File: config.mk
export PLATFORM = sky130hd
export DESIGN_NAME = queue_pair_slot_tracker_top
export DESIGN_NICKNAME = d
export VERILOG_FILES = /design/src/qpst_pkg.sv /design/src/qpst_slot_table.sv /design/src/queue_pair_slot_tracker_top.sv
export SDC_FILE = /design/constraint.sdc
export NUM_CORES = 2
export LEC_CHECK = 0
export ABC_CLOCK_PERIOD_IN_PS = 135800
export BUFFER_PORTS_ARGS = -buffer_cell sky130_fd_sc_hd__buf_2
export CORE_ASPECT_RATIO = 1.2
export CORE_MARGIN = 8
export CORE_UTILIZATION = 50
export DETAILED_ROUTE_END_ITERATION = 8
export PLACE_DENSITY_LB_ADDON = 0.12
export SLEW_MARGIN = 20
export SYNTH_ARGS = -nofsm -noshare
export SYNTH_HDL_FRONTEND = slang
export SYNTH_SLANG_ARGS = --single-unit
File: constraint.sdc
create_clock -name clk_i -period 135.8 [get_ports clk_i]
set_input_delay 40.74 -clock clk_i [delete_from_list [all_inputs] [get_ports clk_i]]
set_output_delay 40.74 -clock clk_i [all_outputs]
set_load 0.1 [all_outputs]
File: src/qpst_pkg.sv
`default_nettype none

package qpst_pkg;

  localparam int unsigned QUEUE_DEPTH_DEFAULT = 1024;
  localparam int unsigned CFG_W = 11;
  localparam int unsigned ID_W = 10;
  localparam logic [CFG_W-1:0] QUEUE_SIZE_RESET = 11'd1024;

  typedef enum logic [1:0] {
    ACT_ALLOC    = 2'd0,
    ACT_COMPLETE = 2'd1,
    ACT_QUERY    = 2'd2
  } act_e;

  typedef enum logic [1:0] {
    SLOT_PENDING = 2'd0,
    SLOT_DONE    = 2'd1,
    SLOT_NEVER   = 2'd2
  } slot_e;

  typedef enum logic [2:0] {
    ST_GRANTED  = 3'd0,
    ST_BUSY     = 3'd1,
    ST_CONSUMED = 3'd2,
    ST_NO_NEW   = 3'd3,
    ST_ANSWERED = 3'd4
  } status_e;

  typedef struct packed {
    logic [1:0]      action;
    logic            entry_phase;
    logic [ID_W-1:0] entry_command_id;
    logic [ID_W-1:0] query_command_id;
  } qpst_req_t;

  typedef struct packed {
    status_e         status;
    logic [ID_W-1:0] granted_slot;
    logic [ID_W-1:0] submit_doorbell_value;
    logic            submit_doorbell_write;
    logic [ID_W-1:0] complete_doorbell_value;
    logic            complete_doorbell_write;
    logic            is_done;
  } qpst_rsp_t;

endpackage

`default_nettype wire

File: src/qpst_slot_table.sv
`default_nettype none

module qpst_slot_table import qpst_pkg::*; #(
  parameter int unsigned DEPTH = QUEUE_DEPTH_DEFAULT,
  parameter int unsigned AW    = $clog2(QUEUE_DEPTH_DEFAULT)
) (
  input  wire logic          clk_i,
  input  wire logic          rst_ni,
  output logic               ready_o,
  input  wire logic          rd_en_i,
  input  wire logic [AW-1:0] rd_addr_i,
  output slot_e              rd_data_o,
  input  wire logic          wr_en_i,
  input  wire logic [AW-1:0] wr_addr_i,
  input  wire slot_e         wr_data_i
);

  slot_e         mem [DEPTH];
  slot_e         rd_q;
  logic          byp_q;
  slot_e         byp_data_q;
  logic          clr_busy_q;
  logic [AW-1:0] clr_addr_q;

  logic          we;
  logic [AW-1:0] waddr;
  slot_e         wdata;

  // clearing pass owns the write port right after reset
  always_comb begin
    if (clr_busy_q) begin
      we    = 1'b1;
      waddr = clr_addr_q;
      wdata = SLOT_NEVER;
    end else begin
      we    = wr_en_i;
      waddr = wr_addr_i;
      wdata = wr_data_i;
    end
  end

  always_ff @(posedge clk_i or negedge rst_ni) begin
    if (!rst_ni) begin
      clr_busy_q <= 1'b1;
      clr_addr_q <= '0;
    end else if (clr_busy_q) begin
      clr_addr_q <= clr_addr_q + AW'(1);
      if (clr_addr_q == AW'(DEPTH - 1)) begin
        clr_busy_q <= 1'b0;
      end
    end
  end

  always_ff @(posedge clk_i) begin
    if (we) begin
      mem[waddr] <= wdata;
    end
    if (rd_en_i) begin
      rd_q <= mem[rd_addr_i];
    end
  end

  // same-edge write to the address being read
  always_ff @(posedge clk_i or negedge rst_ni) begin
    if (!rst_ni) begin
      byp_q <= 1'b0;
    end else if (rd_en_i) begin
      byp_q <= we && (waddr == rd_addr_i);
    end
  end

  always_ff @(posedge clk_i) begin
    if (rd_en_i) begin
      byp_data_q <= wdata;
    end
  end

  assign ready_o   = !clr_busy_q;
  assign rd_data_o = byp_q ? byp_data_q : rd_q;

endmodule

`default_nettype wire

File: src/queue_pair_slot_tracker_top.sv
`default_nettype none

// channel   valid / ready              payload
// req       req_valid_i / req_ready_o  req_i (qpst_req_t)
// rsp       rsp_valid_o / rsp_ready_i  rsp_o (qpst_rsp_t)
// cfg       cfg_valid_i / cfg_ready_o  cfg_queue_size_i
//
// One request per cycle while req_ready_o is high. An accepted request is registered in s1
// with the registered output of the single slot table read port, then its response in rsp_q.
// After reset a clearing pass writes SLOT_NEVER to every slot before req_ready_o rises.
// A stalled response holds the stage behind it, and then the request input.

module queue_pair_slot_tracker_top import qpst_pkg::*; #(
  parameter int unsigned QUEUE_DEPTH = QUEUE_DEPTH_DEFAULT
) (
  input  wire logic             clk_i,
  input  wire logic             rst_ni,
  input  wire logic             req_valid_i,
  output logic                  req_ready_o,
  input  wire qpst_req_t        req_i,
  output logic                  rsp_valid_o,
  input  wire logic             rsp_ready_i,
  output qpst_rsp_t             rsp_o,
  input  wire logic             cfg_valid_i,
  output logic                  cfg_ready_o,
  input  wire logic [CFG_W-1:0] cfg_queue_size_i
);

  localparam int unsigned AW = (QUEUE_DEPTH > 1) ? $clog2(QUEUE_DEPTH) : 1;
  localparam int unsigned DW = $clog2(QUEUE_DEPTH + 1);
  localparam int unsigned CW = (DW > CFG_W) ? DW : CFG_W;
  localparam logic [CW-1:0] DepthC   = CW'(QUEUE_DEPTH);
  localparam logic [CW-1:0] MinSizeC = CW'(2);

  logic [CFG_W-1:0] queue_size_q;
  logic             s1_v_q;
  qpst_req_t        s1_q;
  logic [AW-1:0]    tail_q, tail_d;
  logic [AW-1:0]    head_q, head_d;
  logic             phase_q, phase_d;
  logic             batch_q, batch_d;
  logic             rsp_v_q;
  qpst_rsp_t        rsp_q, rsp_d;

  logic             req_go, s1_go, tbl_ready, grant;
  logic [CW-1:0]    qs, size, nt_w, nh_w;
  logic [AW-1:0]    nt, nh, rd_addr, wr_addr;
  logic             wr_en;
  slot_e            wr_data, slot_rd;

  assign cfg_ready_o = 1'b1;
  assign s1_go       = s1_v_q && (!rsp_v_q || rsp_ready_i);
  assign req_ready_o = tbl_ready && (!s1_v_q || s1_go);
  assign req_go      = req_valid_i && req_ready_o;

  assign qs   = CW'(queue_size_q);
  assign size = (qs < MinSizeC) ? MinSizeC : ((qs > DepthC) ? DepthC : qs);
  assign nt_w = CW'(tail_q) + CW'(1);
  assign nh_w = CW'(head_q) + CW'(1);
  assign nt   = (nt_w >= size) ? '0 : nt_w[AW-1:0];
  assign nh   = (nh_w >= size) ? '0 : nh_w[AW-1:0];

  always_comb begin
    tail_d  = tail_q;
    head_d  = head_q;
    phase_d = phase_q;
    batch_d = batch_q;
    rsp_d   = '0;
    grant   = 1'b0;
    wr_en   = 1'b0;
    wr_addr = tail_q;
    wr_data = SLOT_PENDING;
    if (s1_q.action == ACT_ALLOC) begin
      if (slot_rd == SLOT_PENDING) begin
        rsp_d.status = ST_BUSY;
      end else begin
        grant                       = 1'b1;
        rsp_d.status                = ST_GRANTED;
        rsp_d.granted_slot          = ID_W'(tail_q);
        rsp_d.submit_doorbell_value = ID_W'(nt);
        rsp_d.submit_doorbell_write = 1'b1;
        wr_en                       = s1_go;
        tail_d                      = s1_go ? nt : tail_q;
      end
    end else if (s1_q.action == ACT_COMPLETE) begin
      if (s1_q.entry_phase == phase_q) begin
        rsp_d.status = ST_CONSUMED;
        wr_addr      = AW'(s1_q.entry_command_id);
        wr_data      = SLOT_DONE;
        wr_en        = s1_go && (int'(s1_q.entry_command_id) < int'(QUEUE_DEPTH));
        if (s1_go) begin
          head_d  = nh;
          phase_d = (nh_w >= size) ? !phase_q : phase_q;
          batch_d = 1'b1;
        end
      end else begin
        rsp_d.status = ST_NO_NEW;
        if (batch_q) begin
          rsp_d.complete_doorbell_value = ID_W'(head_q);
          rsp_d.complete_doorbell_write = 1'b1;
          batch_d                       = s1_go ? 1'b0 : batch_q;
        end
      end
    end else begin
      rsp_d.status  = ST_ANSWERED;
      rsp_d.is_done = (int'(s1_q.query_command_id) < int'(QUEUE_DEPTH))
                      && (slot_rd == SLOT_DONE);
    end
  end

  assign rd_addr = ((req_i.action == ACT_ALLOC) || (req_i.action == ACT_COMPLETE))
                   ? tail_d : AW'(req_i.query_command_id);

  qpst_slot_table #(
    .DEPTH (QUEUE_DEPTH),
    .AW    (AW)
  ) u_slot_table (
    .clk_i     (clk_i),
    .rst_ni    (rst_ni),
    .ready_o   (tbl_ready),
    .rd_en_i   (req_go),
    .rd_addr_i (rd_addr),
    .rd_data_o (slot_rd),
    .wr_en_i   (wr_en),
    .wr_addr_i (wr_addr),
    .wr_data_i (wr_data)
  );

  always_ff @(posedge clk_i or negedge rst_ni) begin
    if (!rst_ni) begin
      queue_size_q <= QUEUE_SIZE_RESET;
      tail_q       <= '0;
      head_q       <= '0;
      phase_q      <= 1'b1;
      batch_q      <= 1'b0;
      s1_v_q       <= 1'b0;
      rsp_v_q      <= 1'b0;
    end else begin
      if (cfg_valid_i && cfg_ready_o) begin
        queue_size_q <= cfg_queue_size_i;
      end
      tail_q  <= tail_d;
      head_q  <= head_d;
      phase_q <= phase_d;
      batch_q <= batch_d;
      if (req_go) begin
        s1_v_q <= 1'b1;
      end else if (s1_go) begin
        s1_v_q <= 1'b0;
      end
      if (s1_go) begin
        rsp_v_q <= 1'b1;
      end else if (rsp_ready_i) begin
        rsp_v_q <= 1'b0;
      end
    end
  end

  always_ff @(posedge clk_i) begin
    if (req_go) begin
      s1_q <= req_i;
    end
    if (s1_go) begin
      rsp_q <= rsp_d;
    end
  end

  assign rsp_valid_o = rsp_v_q;
  assign rsp_o       = rsp_q;

`ifndef SYNTHESIS
  a_grant_moves_tail: assert property (@(posedge clk_i) disable iff (!rst_ni)
    (s1_go && grant) |=> (tail_q != $past(tail_q)))
    else $error("granted allocate left the tail in place");

  a_phase_flip_on_wrap: assert property (@(posedge clk_i) disable iff (!rst_ni)
    (s1_go && (phase_d != phase_q)) |=> (head_q == '0))
    else $error("expected phase toggled without head wrap");

  a_no_accept_in_clear: assert property (@(posedge clk_i) disable iff (!rst_ni)
    !tbl_ready |=> !s1_v_q || $past(s1_v_q))
    else $error("request accepted during slot table clear");

  a_doorbell_on_no_new: assert property (@(posedge clk_i) disable iff (!rst_ni)
    (s1_go && rsp_d.complete_doorbell_write) |=> !batch_q)
    else $error("batch not closed after completion doorbell");
`endif

endmodule

`default_nettype wire
==> results.md <==
- Final Setup Violations: 0
- Sink Count: 2,148
- DRT Pass-1 Iters: 6
- Area grow syn2layout: 10.4%
- Unrepaired setup endpoints after global routing: no
- Crit path kind: in2out
- Final hold vios: 0
- Power per cell area: 15.8 nW/um^2
- Switching share of power: 29.0%
- Share of the synthesized area in the top cell type: 69.4%
- Worst path max stage delay: 470 ps
- Die span in x: 405 microns
- Starting Density: 50.3%
- Sequential Power Share: 46.7%
- Yosys warns: 0
- Fraction of layout cells with a size suffix above 1: 10.0%
- Place WS: 53,520 ps
- Hpwl dp: 164,000 microns
- Antenna-violating nets left: 0
- Final Core Density: 55.5%
- Leak: 33.2 nW
- Combinational Power Share: 17.6%
- Sequential standard cell area: 64,300 sq um
- Cts bufs inserted: 212
- Fmax: 12.2 MHz
- PnR worst setup slack: 53,530 ps
- Pint: 0.00112 W
- Avg Cell Area, Syn: 12.8 sq um
- Slowest-stage cell, CP: buf_2
- TNS Setup: 0 ps
- Type of origin of the critical path: primary input
- Antenna violations before repair: 20
- FILL cells: 15,000
- Hold-fix buffers, CTS: 0
- DRC violation count after routing: 0
- Drt via density: 6.42
- Cell breakdown of the critical path: buf_2 > nor2b_1 > a21oi_1 > buf_2
- Worst path top cell family by delay: buffers and inverters
- Peak VDD IR: 0.0157 mV
- Share of flip-flops with an asynchronous set or reset: 2.19%
- Pin count of the biggest net entering global routing: 222
- Fin crit period: 82,270 ps
- Post-CTS setup buffer count: 0
- Final wirelength: 303,000 microns
- Post-synth EDFFs: 2,101
- Crit. End Element: primary output
- Data arrival, critical path: 41,530 ps
- Vias: 61,800
- Final Non-Filler Cells: 9,633
- Port buffer count: 76
- CTS Buffer Depth: 3
- CP dominant cell by count: buf_2
- PostCTS Resize Cnt: 0
- Die ar.: 196,000 sq um
- DRT iter0 DRCs: 9,202
- Buf/Inv on CP: 2
- Max Cap Violations: 0
- Skew-Pair Late Insertion Delay: 850 ps
- Hold WS: 497 ps
- Setup Skew: 23.7 ps
- Placed cells: 9,233
- Mapped Nets: 7,183
- Worst-margin pin slew: 1200 ps
- CTS clock-pin slew for the worst setup and hold paths: 60 ps
- Die Height: 483 microns
- Netlist cell types: 80
- Highest net fanout along the worst path: 2
- Final GP Congestion: 0.850
- Final nets: 7,090
- #FFs+latches synth: 2,148
- IO Pins: 78
- Req. time, crit path: 95,060 ps
- Sequential fraction of the synthesis area: 70.7%
- Hold Crit Class: reg2reg
- Area of the multi-input gates: 24,400 sq um
- Core Rows: 171
- First-pass GRT wire length: 428,000 microns
- Clock share of power: 35.7%
- Synth area leaders: edfxtp_1 69%, nand2_1 4.8%, nor2_1 4.6%
- Root cell of the clock tree: clkbuf_16
- Final max-slew violation count: 0
- Cells after Synth: 7,119
- Area leader, netlist: edfxtp_1
- Status: completed
- H-tree depth: 4
- Gr ovfl total: 0
- CTS tree: built
- Wirelength per Cell: 31.4 microns
- Crit share post-route: 60.6%
- Gr usage total: 30.1%
- Relative slew slack: 19.4%
- Syn Std Cell Area: 90,900 sq um
- Core area: 181,000 sq um
- Top FF cell, synth: edfxtp_1
- Switching pwr: 0.000459 W
- Number of global-route vias before repair: 60,100
[kinds of logic (layout without fill, tap and decap cells)]
family | count (synthesis) | count (layout) | synth area share (%)
buf+inv | 593 | 668 | 2.84
simple gates | 3070 | 3070 | 14.4
flops | 2148 | 2148 | 70.7
mux | 296 | 296 | 4.06
fa+ha+maj | 25 | 25 | 0.344
xor+xnor | 35 | 35 | 0.337
other cells | 1 | 18 | 0.00413
compound gates | 951 | 951 | 7.31
[through the flow]
stage                     instance area [sq um]  total power [W]
final                                    100000          0.00158
after global routing                     100000          0.00162
after CTS                                100000          0.00158
after detailed placement                  93800          0.00103
after global placement                    93800          0.00103
after floorplan                           90900         0.000947
[flip-flops by register name (all words and copies together), names as in the netlist, 2 cells and up]
register / flops
head_q: 10
qs: 11
rsp_o: 36
s1_q: 13
tail_q: 10
u_slot_table.byp_data_q: 2
u_slot_table.clr_addr_q: 10
u_slot_table.mem: 2048
u_slot_table.rd_q: 2
[synthesized netlist by cell type (all sizes together), types with 6 or more instances]
cell        n
a21boi     10
nand3     363
and4        9
a21o       16
o2111ai    11
o211ai     12
o21ai      87
nor4       19
or4        12
a32oi      95
a2111oi    17
a22oi      26
xor2       11
o31ai      10
a32o        6
and2       28
nand2b     13
nand4      74
edfxtp   2101
mux4       56
a22o       10
ha         25
mux2i     217
clkbuf    297
o221ai      9
mux2       23
a221oi     23
and3      212
or3        10
nor2     1107
dfrtp      44
nor3       36
o22ai      22
a31oi     126
inv        20
a311oi     21
nor2b       7
o21a        9
nand2    1173
a21oi     169
a211oi    240
xnor2      24
buf       275
[final timing paths]
check	from	end	slack (ps)	depth (start not counted)
worst min register to register	u_slot_table.clr_addr_q[9]	u_slot_table.clr_addr_q[9]	500	1
worst min-delay path	u_slot_table.clr_addr_q[9]	u_slot_table.clr_addr_q[9]	500	1
min in group asynchronous	rst_ni	head_q[2]	39990	2
max in group asynchronous	rst_ni	u_slot_table.clr_addr_q[8]	95320	2
worst max-delay path	rsp_ready_i	req_ready_o	53530	4
worst max register to register	tail_q[0]	u_slot_table.rd_q[0]	126290	24
[layout by cell type, fill, tap and decap left out, drive strengths merged, types with 22 or more instances in the layout]
| cell type | instances |
|---|---|
| a22oi | 26 |
| nand2 | 1173 |
| mux2i | 217 |
| dfrtp | 44 |
| a31oi | 126 |
| and3 | 212 |
| xnor2 | 24 |
| nor3 | 36 |
| nand3 | 363 |
| a21oi | 169 |
| nand4 | 74 |
| a32oi | 95 |
| a221oi | 23 |
| o21ai | 87 |
| and2 | 28 |
| a211oi | 240 |
| buf | 265 |
| mux4 | 56 |
| clkinv | 104 |
| mux2 | 23 |
| o22ai | 22 |
| nor2 | 1107 |
| ha | 25 |
| edfxtp | 2101 |
| clkbuf | 263 |
| inv | 22 |
[per-layer routing]
metal	share of wire [%]	routed length (microns)	GRT usage, %	vias to the layer above
met5	0.0043	13	0	-
met1	38	115000	40.2	31300
met3	11	31800	6.30	673
li1	-	-	-	26200
met2	46	139000	47.1	3591
met4	5.7	17200	14.9	2
[power groups by stage]
stage                     sequential [W]  clock, W  combinational (W)
after global routing            0.000739  0.000593           0.000292
after detailed placement        0.000753         0           0.000274
final                           0.000739  0.000565           0.000279
after global placement          0.000753         0           0.000273
after CTS                       0.000739  0.000569           0.000275
after floorplan                 0.000784         0           0.000163
[final cells by class]
| class | count | share of cell area, % |
|---|---|---|
| sequential | 2148 | 64.0 |
| multi-input combinational | 4378 | 24.4 |
| clock buffer | 263 | 5.61 |
| tap | 2422 | 3.02 |
| timing repair buffer | 265 | 1.97 |
| clock inverter | 119 | 0.886 |
| inverter | 21 | 0.0785 |
| antenna | 17 | 0.0424 |
Power figures use the tool's default switching activity.
